<file path="src/rtl/core/rbec_pkg.sv">
// ============================================================================
// rbec_pkg - shared types, constants and helpers for the RTC epoch converter
// Calendar constants, reciprocal multipliers for the constant divisions,
// BCD helpers and the word structs passed between the pipeline modules.
// ============================================================================
package rbec_pkg;

    // Register stages of the longer (epoch to BCD) pipeline; the other path
    // is padded to the same depth so words leave in order.
    localparam int unsigned DEC_STAGES = 9;
    localparam int unsigned ENC_STAGES = 3;
    localparam int unsigned ENC_PAD    = DEC_STAGES - ENC_STAGES;

    // Conversion direction
    localparam logic MODE_TO_EPOCH = 1'b0;
    localparam logic MODE_TO_BCD   = 1'b1;

    // Time constants
    localparam int unsigned SECS_PER_DAY  = 86400;
    localparam int unsigned SECS_PER_HOUR = 3600;
    localparam int unsigned SECS_PER_MIN  = 60;
    localparam int unsigned DAYS_PER_YEAR = 365;
    localparam int unsigned YEAR_MIN_OK   = 25;

    // Day numbers since 1970-01-01 of some anchor dates
    localparam int unsigned DAY_MAR_1999 = 10651;
    localparam int unsigned DAY_JAN_2000 = 10957;
    localparam int unsigned DAY_MAR_2000 = 11017;
    localparam int unsigned DAY_JAN_2100 = 47482;

    // Weekday offset: day 0 was a Thursday
    localparam int unsigned WEEKDAY_OFS = 4;

    // March-based month index of January
    localparam logic [3:0] MP_JAN = 4'd10;

    // Reciprocal multipliers: floor(x / d) = (x * MUL) >> SHIFT
    localparam logic [25:0] DIV675_MUL = 26'd50903316; // floor, one fix-up step
    localparam logic [23:0] DIV365_MUL = 24'd11767034; // exact for x < 2^16
    localparam logic [20:0] DIV225_MUL = 21'd1193047;  // exact for x < 10025
    localparam logic [16:0] DIV15_MUL  = 17'd69906;    // exact for x < 4993
    localparam logic [29:0] DIV7_MUL   = 30'd613566757; // exact for x < 2^17

    // Register bytes of one to-epoch word
    typedef struct packed {
        logic [7:0] seconds_reg;
        logic [7:0] minutes_reg;
        logic [7:0] hours_reg;
        logic [7:0] days_reg;
        logic [7:0] months_reg;
        logic [7:0] years_reg;
    } t_rtc_regs;

    // Result of the to-epoch path
    typedef struct packed {
        logic        valid;
        logic [31:0] epoch;
        logic        clock_valid;
    } t_enc_res;

    // Result of the to-BCD path
    typedef struct packed {
        logic       valid;
        logic [6:0] seconds_bcd;
        logic [6:0] minutes_bcd;
        logic [5:0] hours_bcd;
        logic [5:0] day_bcd;
        logic [2:0] weekday;
        logic [4:0] month_bcd;
        logic [7:0] year_bcd;
        logic       range_error;
    } t_dec_res;

    // Two BCD digits to binary, digits above nine weighted as they are
    function automatic logic [7:0] bcd_dec(input logic [7:0] b);
        return 8'(b[7:4]) * 8'd10 + 8'(b[3:0]);
    endfunction

    // Binary below 100 to two BCD digits; tens by multiply with 205/2048
    function automatic logic [7:0] to_bcd(input logic [6:0] v);
        logic [14:0] p;
        logic [3:0]  tens;
        logic [6:0]  ones;
        p    = 15'(v) * 15'd205;
        tens = p[14:11];
        ones = v - 7'(tens) * 7'd10;
        return {tens, ones[3:0]};
    endfunction

    // (153 * mp + 2) / 5: day of the March-based year where month mp starts
    function automatic logic [9:0] mar_doy(input logic [4:0] mp);
        logic [9:0] d;
        case (mp)
            5'd0:    d = 10'd0;
            5'd1:    d = 10'd31;
            5'd2:    d = 10'd61;
            5'd3:    d = 10'd92;
            5'd4:    d = 10'd122;
            5'd5:    d = 10'd153;
            5'd6:    d = 10'd184;
            5'd7:    d = 10'd214;
            5'd8:    d = 10'd245;
            5'd9:    d = 10'd275;
            5'd10:   d = 10'd306;
            5'd11:   d = 10'd337;
            5'd12:   d = 10'd367;
            5'd13:   d = 10'd398;
            5'd14:   d = 10'd428;
            5'd15:   d = 10'd459;
            5'd16:   d = 10'd490;
            5'd17:   d = 10'd520;
            5'd18:   d = 10'd551;
            5'd19:   d = 10'd581;
            5'd20:   d = 10'd612;
            5'd21:   d = 10'd643;
            5'd22:   d = 10'd673;
            default: d = 10'd0;
        endcase
        return d;
    endfunction

endpackage

</file>
<file path="src/rtl/core/rbec_enc.sv">
// ============================================================================
// rbec_enc - RTC register bytes to epoch seconds
// Three compute stages (BCD decode, day count, scale to seconds), then a
// delay line so the path matches the depth of the to-BCD pipeline.
// ============================================================================
module rbec_enc
    import rbec_pkg::*;
(
    input  logic      i_clk,
    input  logic      i_rst_n,
    input  logic      i_valid,
    input  t_rtc_regs i_regs,
    output t_enc_res  o_res
);

    // ---------------- valid shift line, stages 1 .. DEC_STAGES-1 ----------
    logic [DEC_STAGES-2:0] r_vld;

    always_ff @(posedge i_clk) begin
        if (!i_rst_n) begin
            r_vld <= '0;
        end else begin
            r_vld <= {r_vld[DEC_STAGES-3:0], i_valid};
        end
    end

    // ---------------- stage 1: decode BCD, March-based month --------------
    logic [6:0]        w1_sec;
    logic [6:0]        w1_min;
    logic [5:0]        w1_hr;
    logic [5:0]        w1_day;
    logic [4:0]        w1_mon;
    logic [7:0]        w1_yr;
    logic              w1_early;
    logic [4:0]        w1_mp;
    logic signed [8:0] w1_yy;
    logic signed [10:0] w1_doy;
    logic              w1_cv;

    assign w1_sec   = 7'(bcd_dec({1'b0, i_regs.seconds_reg[6:0]}));
    assign w1_min   = 7'(bcd_dec({1'b0, i_regs.minutes_reg[6:0]}));
    assign w1_hr    = 6'(bcd_dec({2'b0, i_regs.hours_reg[5:0]}));
    assign w1_day   = 6'(bcd_dec({2'b0, i_regs.days_reg[5:0]}));
    assign w1_mon   = 5'(bcd_dec({3'b0, i_regs.months_reg[4:0]}));
    assign w1_yr    = bcd_dec(i_regs.years_reg);
    // Jan/Feb (and month 0) count in the previous March-based year
    assign w1_early = (w1_mon <= 5'd2);
    assign w1_mp    = w1_early ? (w1_mon + 5'd9) : (w1_mon - 5'd3);
    assign w1_yy    = signed'({1'b0, w1_yr}) - signed'({8'b0, w1_early});
    assign w1_doy   = signed'({1'b0, mar_doy(w1_mp)}) + signed'({5'b0, w1_day}) - 11'sd1;
    assign w1_cv    = ~i_regs.seconds_reg[7] & (w1_yr >= 8'(YEAR_MIN_OK));

    logic signed [8:0]  r1_yy;
    logic signed [10:0] r1_doy;
    logic [6:0]         r1_sec;
    logic [6:0]         r1_min;
    logic [5:0]         r1_hr;
    logic               r1_cv;

    always_ff @(posedge i_clk) begin
        r1_yy  <= w1_yy;
        r1_doy <= w1_doy;
        r1_sec <= w1_sec;
        r1_min <= w1_min;
        r1_hr  <= w1_hr;
        r1_cv  <= w1_cv;
    end

    // ---------------- stage 2: days since 1970, seconds of day ------------
    // Years counted from March 2000; year -1 (March 1999) is a leap year.
    logic [18:0] w2_days;
    logic [17:0] w2_tod;

    assign w2_days = 19'(DAY_MAR_2000)
                   + 19'(r1_yy) * 19'(DAYS_PER_YEAR)
                   + 19'(r1_yy >>> 2)
                   - 19'(r1_yy >= 9'sd100)
                   + 19'(r1_doy);
    assign w2_tod  = 18'(r1_hr) * 18'(SECS_PER_HOUR)
                   + 18'(r1_min) * 18'(SECS_PER_MIN)
                   + 18'(r1_sec);

    logic [16:0] r2_days;
    logic [17:0] r2_tod;
    logic        r2_cv;

    always_ff @(posedge i_clk) begin
        r2_days <= w2_days[16:0];
        r2_tod  <= w2_tod;
        r2_cv   <= r1_cv;
    end

    // ---------------- stage 3: scale to seconds, wraps at 32 bits ---------
    logic [31:0] w3_epoch;
    assign w3_epoch = 32'(r2_days) * 32'(SECS_PER_DAY) + 32'(r2_tod);

    logic [31:0] r3_epoch;
    logic        r3_cv;

    always_ff @(posedge i_clk) begin
        r3_epoch <= w3_epoch;
        r3_cv    <= r2_cv;
    end

    // ---------------- delay line to match the to-BCD depth ----------------
    logic [31:0] r_dly_epoch [ENC_PAD-1];
    logic [31:0] w_dly_epoch;
    logic [ENC_PAD-2:0] r_dly_cvb;

    always_ff @(posedge i_clk) begin
        r_dly_epoch[0] <= r3_epoch;
        r_dly_cvb[0]   <= r3_cv;
        for (int i = 1; i < ENC_PAD - 1; i++) begin
            r_dly_epoch[i] <= r_dly_epoch[i-1];
            r_dly_cvb[i]   <= r_dly_cvb[i-1];
        end
    end

    assign w_dly_epoch = r_dly_epoch[ENC_PAD-2];

    // ---------------- last stage: result word -----------------------------
    t_enc_res r_res;

    always_ff @(posedge i_clk) begin
        if (!i_rst_n) begin
            r_res <= '0;
        end else begin
            r_res.valid       <= r_vld[DEC_STAGES-2];
            r_res.epoch       <= w_dly_epoch;
            r_res.clock_valid <= r_dly_cvb[ENC_PAD-2];
        end
    end

    assign o_res = r_res;

endmodule

</file>
<file path="src/rtl/core/rbec_dec.sv">
// ============================================================================
// rbec_dec - epoch seconds to RTC BCD fields
// Nine stages: split into days and seconds of day, civil date from the
// day count, weekday, hours/minutes/seconds, then BCD and range check.
// ============================================================================
module rbec_dec
    import rbec_pkg::*;
(
    input  logic        i_clk,
    input  logic        i_rst_n,
    input  logic        i_valid,
    input  logic [31:0] i_epoch,
    output t_dec_res    o_res
);

    // ---------------- valid shift line, stages 1 .. DEC_STAGES-1 ----------
    logic [DEC_STAGES-2:0] r_vld;

    always_ff @(posedge i_clk) begin
        if (!i_rst_n) begin
            r_vld <= '0;
        end else begin
            r_vld <= {r_vld[DEC_STAGES-3:0], i_valid};
        end
    end

    // ---------------- stage 1: day estimate, (e >> 7) / 675 ---------------
    // Floor reciprocal: estimate is exact or one low.
    logic [50:0] w1_prod;
    assign w1_prod = 51'(i_epoch[31:7]) * 51'(DIV675_MUL);

    logic [15:0] r1_q;
    logic [31:0] r1_e;

    always_ff @(posedge i_clk) begin
        r1_q <= w1_prod[50:35];
        r1_e <= i_epoch;
    end

    // ---------------- stage 2: remainder of the estimate ------------------
    logic [32:0] w2_prod;
    logic [32:0] w2_rem;
    assign w2_prod = 33'(r1_q) * 33'(SECS_PER_DAY);
    assign w2_rem  = {1'b0, r1_e} - w2_prod;

    logic [15:0] r2_q;
    logic [17:0] r2_rem;

    always_ff @(posedge i_clk) begin
        r2_q   <= r1_q;
        r2_rem <= w2_rem[17:0];
    end

    // ---------------- stage 3: fix-up, days and seconds of day ------------
    logic        w3_fix;
    logic [17:0] w3_sub;
    assign w3_fix = (r2_rem >= 18'(SECS_PER_DAY));
    assign w3_sub = r2_rem - 18'(SECS_PER_DAY);

    logic [15:0] r3_days;
    logic [16:0] r3_sod;

    always_ff @(posedge i_clk) begin
        r3_days <= r2_q + 16'(w3_fix);
        r3_sod  <= w3_fix ? w3_sub[16:0] : r2_rem[16:0];
    end

    // ---------------- stage 4: range, day of era, hour, weekday quotient --
    // Jan/Feb 2000 fall in the March 1999 year; that one is counted apart.
    logic        w4_ok;
    logic        w4_neg;
    logic [15:0] w4_doe;
    logic [16:0] w4_wk;
    logic [46:0] w4_wprod;
    logic [33:0] w4_hprod;

    assign w4_ok    = (r3_days >= 16'(DAY_JAN_2000)) && (r3_days < 16'(DAY_JAN_2100));
    assign w4_neg   = (r3_days < 16'(DAY_MAR_2000));
    assign w4_doe   = w4_neg ? (r3_days - 16'(DAY_MAR_1999)) : (r3_days - 16'(DAY_MAR_2000));
    assign w4_wk    = 17'(r3_days) + 17'(WEEKDAY_OFS);
    assign w4_wprod = 47'(w4_wk) * 47'(DIV7_MUL);
    assign w4_hprod = 34'(r3_sod[16:4]) * 34'(DIV225_MUL);

    logic        r4_ok;
    logic        r4_neg;
    logic [15:0] r4_doe;
    logic [16:0] r4_wk;
    logic [12:0] r4_q7;
    logic [16:0] r4_sod;
    logic [4:0]  r4_hr;

    always_ff @(posedge i_clk) begin
        r4_ok  <= w4_ok;
        r4_neg <= w4_neg;
        r4_doe <= w4_doe;
        r4_wk  <= w4_wk;
        r4_q7  <= w4_wprod[44:32];
        r4_sod <= r3_sod;
        r4_hr  <= w4_hprod[32:28];
    end

    // ---------------- stage 5: doe / 1460, weekday, seconds of hour -------
    logic [37:0] w5_qprod;
    logic [16:0] w5_q7x7;
    logic [16:0] w5_wd;
    logic [16:0] w5_hsec;
    logic [16:0] w5_rem;

    assign w5_qprod = 38'(r4_doe[15:2]) * 38'(DIV365_MUL);
    assign w5_q7x7  = (17'(r4_q7) << 3) - 17'(r4_q7);
    assign w5_wd    = r4_wk - w5_q7x7;
    assign w5_hsec  = 17'(r4_hr) * 17'(SECS_PER_HOUR);
    assign w5_rem   = r4_sod - w5_hsec;

    logic        r5_ok;
    logic        r5_neg;
    logic [15:0] r5_doe;
    logic [4:0]  r5_q1;
    logic [2:0]  r5_wd;
    logic [11:0] r5_rem;
    logic [4:0]  r5_hr;

    always_ff @(posedge i_clk) begin
        r5_ok  <= r4_ok;
        r5_neg <= r4_neg;
        r5_doe <= r4_doe;
        r5_q1  <= w5_qprod[36:32];
        r5_wd  <= w5_wd[2:0];
        r5_rem <= w5_rem[11:0];
        r5_hr  <= r4_hr;
    end

    // ---------------- stage 6: year of era, minutes -----------------------
    logic [15:0] w6_x;
    logic [39:0] w6_yprod;
    logic [26:0] w6_mprod;

    assign w6_x     = r5_doe - 16'(r5_q1);
    assign w6_yprod = 40'(w6_x) * 40'(DIV365_MUL);
    assign w6_mprod = 27'(r5_rem[11:2]) * 27'(DIV15_MUL);

    logic        r6_ok;
    logic        r6_neg;
    logic [15:0] r6_doe;
    logic [6:0]  r6_yoe;
    logic [2:0]  r6_wd;
    logic [11:0] r6_rem;
    logic [4:0]  r6_hr;
    logic [5:0]  r6_min;

    always_ff @(posedge i_clk) begin
        r6_ok  <= r5_ok;
        r6_neg <= r5_neg;
        r6_doe <= r5_doe;
        r6_yoe <= w6_yprod[38:32];
        r6_wd  <= r5_wd;
        r6_rem <= r5_rem;
        r6_hr  <= r5_hr;
        r6_min <= w6_mprod[25:20];
    end

    // ---------------- stage 7: day of year, seconds -----------------------
    logic [15:0] w7_doy;
    logic [11:0] w7_sec;

    assign w7_doy = r6_doe - 16'(r6_yoe) * 16'(DAYS_PER_YEAR) - 16'(r6_yoe[6:2]);
    assign w7_sec = r6_rem - 12'(r6_min) * 12'(SECS_PER_MIN);

    logic        r7_ok;
    logic        r7_neg;
    logic [8:0]  r7_doy;
    logic [6:0]  r7_yoe;
    logic [2:0]  r7_wd;
    logic [4:0]  r7_hr;
    logic [5:0]  r7_min;
    logic [5:0]  r7_sec;

    always_ff @(posedge i_clk) begin
        r7_ok  <= r6_ok;
        r7_neg <= r6_neg;
        r7_doy <= r6_neg ? r6_doe[8:0] : w7_doy[8:0];
        r7_yoe <= r6_yoe;
        r7_wd  <= r6_wd;
        r7_hr  <= r6_hr;
        r7_min <= r6_min;
        r7_sec <= w7_sec[5:0];
    end

    // ---------------- stage 8: month, day of month, year ------------------
    logic [3:0] w8_mp;
    logic [9:0] w8_dom;
    logic [3:0] w8_month;
    logic [6:0] w8_year;

    // Month index: count the month starts at or below the day of year
    always_comb begin
        w8_mp = 4'd0;
        for (int k = 1; k < 12; k++) begin
            if ({1'b0, r7_doy} >= mar_doy(5'(k))) begin
                w8_mp = w8_mp + 4'd1;
            end
        end
    end

    assign w8_dom   = {1'b0, r7_doy} - mar_doy({1'b0, w8_mp}) + 10'd1;
    assign w8_month = (w8_mp < MP_JAN) ? (w8_mp + 4'd3) : (w8_mp - 4'd9);
    assign w8_year  = r7_neg ? 7'd0 : (r7_yoe + 7'(w8_mp >= MP_JAN));

    logic       r8_ok;
    logic [4:0] r8_day;
    logic [3:0] r8_month;
    logic [6:0] r8_year;
    logic [2:0] r8_wd;
    logic [4:0] r8_hr;
    logic [5:0] r8_min;
    logic [5:0] r8_sec;

    always_ff @(posedge i_clk) begin
        r8_ok    <= r7_ok;
        r8_day   <= w8_dom[4:0];
        r8_month <= w8_month;
        r8_year  <= w8_year;
        r8_wd    <= r7_wd;
        r8_hr    <= r7_hr;
        r8_min   <= r7_min;
        r8_sec   <= r7_sec;
    end

    // ---------------- stage 9: BCD, zero fields when out of range ---------
    logic [7:0] w9_sec;
    logic [7:0] w9_min;
    logic [7:0] w9_hr;
    logic [7:0] w9_day;
    logic [7:0] w9_mon;
    logic [7:0] w9_yr;

    assign w9_sec = to_bcd(7'(r8_sec));
    assign w9_min = to_bcd(7'(r8_min));
    assign w9_hr  = to_bcd(7'(r8_hr));
    assign w9_day = to_bcd(7'(r8_day));
    assign w9_mon = to_bcd(7'(r8_month));
    assign w9_yr  = to_bcd(r8_year);

    t_dec_res r_res;

    always_ff @(posedge i_clk) begin
        if (!i_rst_n) begin
            r_res <= '0;
        end else begin
            r_res.valid       <= r_vld[DEC_STAGES-2];
            r_res.seconds_bcd <= r8_ok ? w9_sec[6:0] : 7'd0;
            r_res.minutes_bcd <= r8_ok ? w9_min[6:0] : 7'd0;
            r_res.hours_bcd   <= r8_ok ? w9_hr[5:0]  : 6'd0;
            r_res.day_bcd     <= r8_ok ? w9_day[5:0] : 6'd0;
            r_res.weekday     <= r8_ok ? r8_wd       : 3'd0;
            r_res.month_bcd   <= r8_ok ? w9_mon[4:0] : 5'd0;
            r_res.year_bcd    <= r8_ok ? w9_yr       : 8'd0;
            r_res.range_error <= ~r8_ok;
        end
    end

    assign o_res = r_res;

endmodule

</file>
<file path="src/rtl/core/rtc_bcd_epoch_converter_top.sv">
// ============================================================================
// rtc_bcd_epoch_converter_top - RTC BCD registers <-> Unix epoch seconds
//
//  channel   handshake           payload
//  --------  ------------------  ------------------------------------------
//  command   start / busy        i_mode, i_*_reg bytes, i_epoch_in
//  result    o_valid (strobe)    o_epoch_out, o_clock_valid, o_*_bcd,
//                                o_weekday, o_range_error
//
//  One word accepted per cycle; busy stays low. A result strobes once its
//  command has passed the nine-stage epoch-to-BCD pipeline plus the output
//  register; the to-epoch path is padded to the same depth.
//  Results are shown for one cycle and the receiver cannot stall them.
//  Synchronous reset clears the valid bits; words in flight are dropped.
// ============================================================================
module rtc_bcd_epoch_converter_top
    import rbec_pkg::*;
(
    input  logic        i_clk,
    input  logic        i_rst_n,
    input  logic        start,
    output logic        busy,
    input  logic        i_mode,
    input  logic [7:0]  i_seconds_reg,
    input  logic [7:0]  i_minutes_reg,
    input  logic [7:0]  i_hours_reg,
    input  logic [7:0]  i_days_reg,
    input  logic [7:0]  i_months_reg,
    input  logic [7:0]  i_years_reg,
    input  logic [31:0] i_epoch_in,
    output logic        o_valid,
    output logic [31:0] o_epoch_out,
    output logic        o_clock_valid,
    output logic [6:0]  o_seconds_bcd,
    output logic [6:0]  o_minutes_bcd,
    output logic [5:0]  o_hours_bcd,
    output logic [5:0]  o_day_bcd,
    output logic [2:0]  o_weekday,
    output logic [4:0]  o_month_bcd,
    output logic [7:0]  o_year_bcd,
    output logic        o_range_error
);

    // Fully pipelined: never busy
    assign busy = 1'b0;

    // ---------------- command accept and steering --------------------------
    logic      w_take;
    t_rtc_regs w_regs;
    t_enc_res  w_enc;
    t_dec_res  w_dec;

    assign w_take = start & ~busy;

    assign w_regs.seconds_reg = i_seconds_reg;
    assign w_regs.minutes_reg = i_minutes_reg;
    assign w_regs.hours_reg   = i_hours_reg;
    assign w_regs.days_reg    = i_days_reg;
    assign w_regs.months_reg  = i_months_reg;
    assign w_regs.years_reg   = i_years_reg;

    rbec_enc u_enc (
        .i_clk   (i_clk),
        .i_rst_n (i_rst_n),
        .i_valid (w_take && (i_mode == MODE_TO_EPOCH)),
        .i_regs  (w_regs),
        .o_res   (w_enc)
    );

    rbec_dec u_dec (
        .i_clk   (i_clk),
        .i_rst_n (i_rst_n),
        .i_valid (w_take && (i_mode == MODE_TO_BCD)),
        .i_epoch (i_epoch_in),
        .o_res   (w_dec)
    );

    // ---------------- output register: merge both paths ------------------
    // Paths have equal depth, so at most one of them is valid per cycle.
    logic        r_valid;
    logic [31:0] r_epoch_out;
    logic        r_clock_valid;
    logic [6:0]  r_seconds_bcd;
    logic [6:0]  r_minutes_bcd;
    logic [5:0]  r_hours_bcd;
    logic [5:0]  r_day_bcd;
    logic [2:0]  r_weekday;
    logic [4:0]  r_month_bcd;
    logic [7:0]  r_year_bcd;
    logic        r_range_error;

    always_ff @(posedge i_clk) begin
        if (!i_rst_n) begin
            r_valid <= 1'b0;
        end else begin
            r_valid <= w_enc.valid | w_dec.valid;
        end
    end

    always_ff @(posedge i_clk) begin
        if (w_enc.valid) begin
            r_epoch_out   <= w_enc.epoch;
            r_clock_valid <= w_enc.clock_valid;
            r_seconds_bcd <= '0;
            r_minutes_bcd <= '0;
            r_hours_bcd   <= '0;
            r_day_bcd     <= '0;
            r_weekday     <= '0;
            r_month_bcd   <= '0;
            r_year_bcd    <= '0;
            r_range_error <= 1'b0;
        end else begin
            r_epoch_out   <= '0;
            r_clock_valid <= 1'b0;
            r_seconds_bcd <= w_dec.seconds_bcd;
            r_minutes_bcd <= w_dec.minutes_bcd;
            r_hours_bcd   <= w_dec.hours_bcd;
            r_day_bcd     <= w_dec.day_bcd;
            r_weekday     <= w_dec.weekday;
            r_month_bcd   <= w_dec.month_bcd;
            r_year_bcd    <= w_dec.year_bcd;
            r_range_error <= w_dec.range_error;
        end
    end

    assign o_valid       = r_valid;
    assign o_epoch_out   = r_epoch_out;
    assign o_clock_valid = r_clock_valid;
    assign o_seconds_bcd = r_seconds_bcd;
    assign o_minutes_bcd = r_minutes_bcd;
    assign o_hours_bcd   = r_hours_bcd;
    assign o_day_bcd     = r_day_bcd;
    assign o_weekday     = r_weekday;
    assign o_month_bcd   = r_month_bcd;
    assign o_year_bcd    = r_year_bcd;
    assign o_range_error = r_range_error;

endmodule

</file>
<file path="config.mk">
export PLATFORM = sky130hd
export DESIGN_NAME = rtc_bcd_epoch_converter_top
export DESIGN_NICKNAME = d
export VERILOG_FILES = /design/src/rtl/core/rbec_pkg.sv /design/src/rtl/core/rbec_enc.sv /design/src/rtl/core/rbec_dec.sv /design/src/rtl/core/rtc_bcd_epoch_converter_top.sv
export SDC_FILE = /design/constraint.sdc
export NUM_CORES = 2
export LEC_CHECK = 0
export BUFFER_PORTS_ARGS = -buffer_cell sky130_fd_sc_hd__buf_2
export CAP_MARGIN = 20
export CELL_PAD_IN_SITES_DETAIL_PLACEMENT = 0
export CELL_PAD_IN_SITES_GLOBAL_PLACEMENT = 1
export CORE_UTILIZATION = 52
export DETAILED_ROUTE_END_ITERATION = 8
export GPL_TIMING_DRIVEN = 0
export PLACE_DENSITY = 0.84
export SLEW_MARGIN = 20
export SYNTH_ARGS = -nofsm -noshare
export SYNTH_HDL_FRONTEND = slang
export SYNTH_SLANG_ARGS = --single-unit
</file>
<file path="constraint.sdc">
create_clock -name i_clk -period 10.8 [get_ports i_clk]
set_input_delay 2.16 -clock i_clk [delete_from_list [all_inputs] [get_ports i_clk]]
set_output_delay 2.16 -clock i_clk [all_outputs]
set_load 0.03 [all_outputs]
</file>
**Word level (Yosys, flattened, before mapping)**

Memories as Yosys holds them, arrays and structs flattened. A register that Yosys moved wholly into a read port is not among the register bits.
Index checks and enable logic that the tools add are counted.

- Logic and storage cells: 213
- Bits in registers: 552
- Output and inout port bits: 78
- Memory bits (writable): 160
- Memories kept: 3
- Memory bits (read-only): 464
- Input bits: 84
- Bits in latches: 0

- Equality and inequality tests: 0
- $mul: 32
- $add $sub $neg: 52
- Shift-type cells: 0
- Multiplexer cells: 16
- Reductions and logical operators: 5
- Bitwise operators: 5
- Divide/modulo/power cells: 0
- Magnitude comparators: 20

Memory list:

| memory | depth | width | read ports | clocked after Yosys merged registers in | write ports | line | text |
|---|---|---|---|---|---|---|---|
| (no name shown) | 32 | 10 | 1 | 0 | 0 | rbec_pkg.sv:93 | `case (mp)` |
| u_enc.r_dly_epoch | 5 | 32 | 5 | 1 | 5 | rbec_enc.sv:106 | `logic [31:0] r_dly_epoch [ENC_PAD-1];` |
| (no name shown) | 16 | 9 | 1 | 0 | 0 | rbec_pkg.sv:93 |  |

Operator list:

| cell | count |
|---|---|
| 25-bit by 24-bit multiplier with 49-bit output (second input constant) | 1 |
| 9-bit by 8-bit greater-or-equal comparator with 1-bit output (second input constant) | 5 |
| 4-bit 2-to-1 mux | 11 |
| 6-bit by 8-bit multiplier with 14-bit output (second input constant) | 3 |
| 16-bit by 23-bit multiplier with 38-bit output (second input constant) | 1 |
| 4-bit by 1-bit adder with 4-bit output (second input constant) | 9 |
| 14-bit by 23-bit multiplier with 36-bit output (second input constant) | 1 |
| 17-bit by 30-bit multiplier with 35-bit output (second input constant) | 1 |
| 17-bit adder | 2 |
| 13-bit by 21-bit multiplier with 33-bit output (second input constant) | 1 |
| 32-bit by 18-bit adder with 32-bit output | 1 |
| 16-bit by 14-bit subtractor with 16-bit output (second input constant) | 2 |
| 9-bit greater-or-equal comparator (second input constant) | 3 |
| 5-bit by 8-bit multiplier with 13-bit output (second input constant) | 2 |
| 10-bit by 16-bit multiplier with 25-bit output (second input constant) | 1 |
| 17-bit by 10-bit multiplier with 25-bit output (second input constant) | 1 |
| 4-bit subtractor | 6 |
| 18-bit by 13-bit adder with 18-bit output | 1 |
| 18-bit by 7-bit adder with 18-bit output | 1 |
| 18-bit by 17-bit greater-or-equal comparator with 1-bit output (second input constant) | 1 |
| 9-bit by 7-bit greater-or-equal comparator with 1-bit output (second input constant) | 2 |
| 18-bit subtractor | 1 |
| 14-bit by 17-bit adder with 17-bit output (first input constant) | 1 |
| 16-bit by 3-bit adder with 17-bit output (second input constant) | 1 |
| 61 further kinds | 71 |

**Logic depth before layout (Yosys ltp)**

An unclocked memory read counts as a cell.

- Word-level depth: 25
- Depth in mapped cells: 45
- Mapped depth without buffers: 43

**By module**

A second synthesis with hierarchy kept.

- Cells, all modules: 5895
- Area total of the unflattened synthesis: 62542.5 µm²

Modules (own cells, without submodules):

| module | area an instance (µm²) | seq. area each (µm²) | times used | cells each |
|---|---|---|---|---|
| rbec_dec | 43573.0 | 7006.7 | 1 | 4170 |
| rbec_enc | 16859.9 | 6346.1 | 1 | 1559 |
| rtc_bcd_epoch_converter_top | 2109.5 | 1541.5 | 1 | 166 |

**Worst setup path after synthesis**

No wires, ideal clock.

- Path kind: register to register
- Start: register u_dec.r7_doy[7]
- End: register u_dec.r8_day[4]
- Clock period less this slack: 8.896 ns
- Slack: 1.904 ns
- Setup time: 0.072 ns
- Arrival: 8.824 ns
- Cell stages (with the launch flop): 44
- Path buffers: 2
- Required time: 10.728 ns
- Path through: dfxtp_1 -> buf_2 -> buf_4 -> or2_2 -> a311o_1 -> inv_1 -> ha_1 -> or3_1 -> and2_1 -> ha_1 -> o21bai_1 -> o22ai_1 -> nor2_1 -> ha_1 -> inv_1 -> mux2_2 -> nor2_1 -> ha_1 -> (+8 left out) -> ha_1 -> mux2_2 -> or2_2 -> ha_1 -> nand2_1 -> nand2_1 -> ha_1 -> mux2i_1 -> ha_1 -> mux2_2 -> o211ai_2 -> ha_1 -> inv_1 -> ha_1 -> a21o_1 -> a21oi_1 -> xnor2_1 -> xnor2_1

- Word-level cells in the longest chain between the ends: 25
- Elaborated cells between the ends (all ways): 35
- Those cells by class: add/sub: 12; order compare: 11; mux: 11; memory: 1

Ends and longest elaborated chain:

| item | line | text |
|---|---|---|
| start: declaration | rbec_dec.sv:171 | `logic [8:0] r7_doy;` |
| start signal: assignment | rbec_dec.sv:181 | `r7_doy <= r6_neg ? r6_doe[8:0] : w7_doy[8:0];` |
| 9-bit by 5-bit greater-or-equal comparator with 1-bit output | rbec_dec.sv:199 | `if ({1'b0, r7_doy} >= mar_doy(5'(k))) begin` |
| 1-bit 2-to-1 mux | rbec_dec.sv:199 |  |
| 1-bit by 1-bit adder with 2-bit output | rbec_dec.sv:200 | `w8_mp = w8_mp + 4'd1;` |
| 4-bit 2-to-1 mux | rbec_dec.sv:199 |  |
| 4-bit by 1-bit adder with 4-bit output | rbec_dec.sv:200 |  |
| 4-bit 2-to-1 mux | rbec_dec.sv:199 |  |
| 4-bit by 1-bit adder with 4-bit output | rbec_dec.sv:200 |  |
| 4-bit 2-to-1 mux | rbec_dec.sv:199 |  |
| (+10 left out) | - |  |
| 4-bit by 1-bit adder with 4-bit output | rbec_dec.sv:200 |  |
| 4-bit 2-to-1 mux | rbec_dec.sv:199 |  |
| 4-bit by 1-bit adder with 4-bit output | rbec_dec.sv:200 |  |
| 4-bit 2-to-1 mux * | rbec_dec.sv:199 |  |
| memory read 16 x 9 bit * | - |  |
| 5-bit subtractor * | rbec_dec.sv:205 | `assign w8_dom = {1'b0, r7_doy} - mar_doy({1'b0, w8_mp}) + 10'd1;` |
| 5-bit by 1-bit adder with 5-bit output * | rbec_dec.sv:205 |  |
| via u_dec.w8_dom[4] | rbec_dec.sv:191 | `logic [9:0] w8_dom;` |
| end signal: assignment | rbec_dec.sv:220 | `r8_day <= w8_dom[4:0];` |
| end: declaration | rbec_dec.sv:210 | `logic [4:0] r8_day;` |

The timed path passes the listed nets; every way through them passes the cells marked *.
A chain may end at the register's enable or synchronous reset.

**Final worst setup path**

Same ends and word-level chain as after synthesis.

==> impl_metrics.json <==
{
  "setup_viol": 0,
  "cpMostUsedCell": "ha_1",
  "endpoint_kind": "register",
  "synth-seq-cells": 744,
  "cp_max_fo": 10,
  "grt_use_total_pct": 20.0,
  "tns_ps": 0,
  "timing.final.ws_setup_ps": 1060,
  "grt.overflow.total": 0,
  "first_pass_iters": 7,
  "vias": 38100,
  "syn_area_mm2": 0.0620,
  "initial_utilization_pct": 52.5,
  "drive_above_1_share_pct": 5.63,
  "fp-row-count": 126,
  "cpPeakStageDelay_ps": 490,
  "holdBufCountCts": 0,
  "numCtsBuffers": 77,
  "ios": 162,
  "worstMarginPinSlew_ps": 1070,
  "dp_hpwl_um": 96900,
  "synth_flop_cell": "dfxtp_1",
  "cts_tree": "done",
  "clock-root-buffer": "clkbuf_16",
  "gp_congestion": 0.918,
  "slew_viol_final": 0,
  "post_drt_wl_per_cell_um": 14.9,
  "antenna_found_initial": 2,
  "grt_max_degree": 17,
  "synth_area_per_cell_um2": 10.5,
  "die_y_um": 347,
  "hold_viol": 0,
  "synth-edff-count": 0,
  "synth-async-reset-ratio_pct": 0,
  "place_worst_setup_slack_ps": 1020,
  "seq_area_frac_synth_pct": 24.0,
  "drtAntennaViolNets": 0,
  "hp-class": "reg2reg",
  "syn-instance-count": 5890,
  "worstPathArrival_ps": 10290,
  "yosysTopAreaCell": "ha_1",
  "crit_slowest_cell": "mux2i_1",
  "clkTransAtPathRegs_ps": 60,
  "cts.path.max_buffers": 3,
  "synth_cell_types": 89,
  "synth_nets": 8024,
  "cp_num_buf_inv": 5,
  "fin_nets": 8256,
  "yosysWarnings": 0,
  "fin_area_mm2": 0.0675,
  "period_needed_ps": 9740,
  "wl_um": 115000,
  "clk_latency_ps": 620,
  "drv_cap": 0,
  "core_area_mm2": 0.118,
  "grt_pass1_wl_um": 197000,
  "max_freq_mhz": 103,
  "die_area_mm2": 0.121,
  "rsz0062_at_grt": "no",
  "ctsResizeCount": 0,
  "cts_setup_buffers": 0,
  "synthTopCellsByArea": "ha_1 28%, dfxtp_1 24%, fa_1 22%, inv_1 8.1%, xnor2_1 3.8%",
  "port_buffers": 152,
  "avgViaCountPerCell": 4.93,
  "fp.dieW_um": 347,
  "start_kind": "register",
  "status": "finished, final reports clean",
  "placed_area_mm2": 0.0647,
  "first_global_vias": 40500,
  "fin_crit_sh_pct": 90.2,
  "finClkSkew_ps": 20.3,
  "critical_path_required_ps": 11350,
  "cts_sinks": 744,
  "critPathTopFamily": "adder cells",
  "criticalPathCategory": "reg2reg",
  "drc": 0,
  "htree_levels": 3,
  "drtIter0Drc": 1221,
  "fillers": 10200,
  "area_delta_synth_final_pct": 8.73,
  "synth_top_area_share_pct": 27.6,
  "finish.utilization_pct": 57.1,
  "max-slew-margin-rel_pct": 27.9
}
-- metal layers --
layer | wire, µm | vias up | GRT usage, % | part of all wire, %
li1 | - | 19300 | - | -
met1 | 52600 | 18200 | 25.9 | 46
met2 | 56900 | 413 | 35.7 | 50
met3 | 2940 | 149 | 2.17 | 2.6
met4 | 2350 | 0 | 4.41 | 2.0
met5 | 0 | - | 0 | 0
-- area by class of cell --
cell class | instances | area, µm² | share of cell area, %
Timing Repair Buffer | 153 | 764 | 1.13
Tap cell | 1536 | 1920 | 2.85
Clock inverter | 39 | 536 | 0.794
Clock buffer | 101 | 2170 | 3.22
Multi-Input combinational cell | 3760 | 41900 | 62.2
Buffer | 52 | 221 | 0.328
Inverter | 1334 | 5010 | 7.42
Antenna cell | 1 | 2.50 | 0.00371
Sequential cell | 744 | 14900 | 22.1
-- Yosys cell counts (20+ instances only) --
| master | n |
|---|---|
| nand3_1 | 47 |
| ha_1 | 1367 |
| nor2b_1 | 76 |
| clkbuf_1 | 39 |
| o21bai_1 | 34 |
| o21ai_0 | 102 |
| and3_1 | 32 |
| fa_1 | 683 |
| nand2b_1 | 29 |
| nor2_1 | 178 |
| nor3_1 | 31 |
| dfxtp_1 | 744 |
| xor2_1 | 100 |
| inv_1 | 1334 |
| and2_1 | 101 |
| nand4_1 | 24 |
| a21o_1 | 113 |
| a21oi_1 | 180 |
| nand2_1 | 131 |
| or2_2 | 20 |
| o21a_1 | 25 |
| xnor2_1 | 267 |
-- state kept, by name, summed over array words and instances, names as in the netlist, 18 cells and up --
name,cells
u_dec.r2_rem,18
u_dec.r1_e,18
u_dec.o_res,44
u_enc.r3_epoch,32
u_enc.r2_tod,18
u_enc.o_res,34
o_epoch_out,32
u_enc.r_dly_epoch,160
-- cells by family after synthesis --
family,after synthesis,share of synthesized area [%]
AND/OR/NAND/NOR,714,5.91
XOR/XNOR,370,5.30
other,1,0.00604
adder cells (fa/ha/maj),2051,49.6
multiplexers,16,0.272
buffers and inverters,1386,8.43
flip-flops,744,24.0
AO/OA/AOI/OAI,608,6.47
-- layout by cell type (no fill, tap or decap), drive strengths merged, types with 34 or more instances in the layout --
| cell | instances |
|---|---|
| a21o | 113 |
| a21oi | 181 |
| and2 | 102 |
| buf | 166 |
| clkbuf | 140 |
| dfxtp | 744 |
| fa | 683 |
| ha | 1367 |
| inv | 1343 |
| nand2 | 131 |
| nand3 | 47 |
| nor2 | 178 |
| nor2b | 76 |
| o21ai | 104 |
| o21bai | 34 |
| xnor2 | 269 |
| xor2 | 101 |
-- per-stage QoR --
step	hold slack, ps	instances
final	311	7720
after detailed placement	312	7579
after floorplan	310	5890
after CTS	309	7719
after global placement	310	7578
after global routing	318	7719
-- final timing paths --
kind                                   startpoint                 endpoint  slack, ps  depth (start not counted)
worst min-delay path            u_enc.r3_epoch[7]  u_enc.r_dly_epoch[0][7]        310                          0
worst max register to register    u_dec.r7_doy[7]          u_dec.r8_day[4]       1060                         43
worst min register to register  u_enc.r3_epoch[7]  u_enc.r_dly_epoch[0][7]        310                          0
worst max-delay path              u_dec.r7_doy[7]          u_dec.r8_day[4]       1060                         43
Power is left out: the tool's default activity adds up to more than one toggle a clock period on the data nets, which glitch-free logic cannot reach.
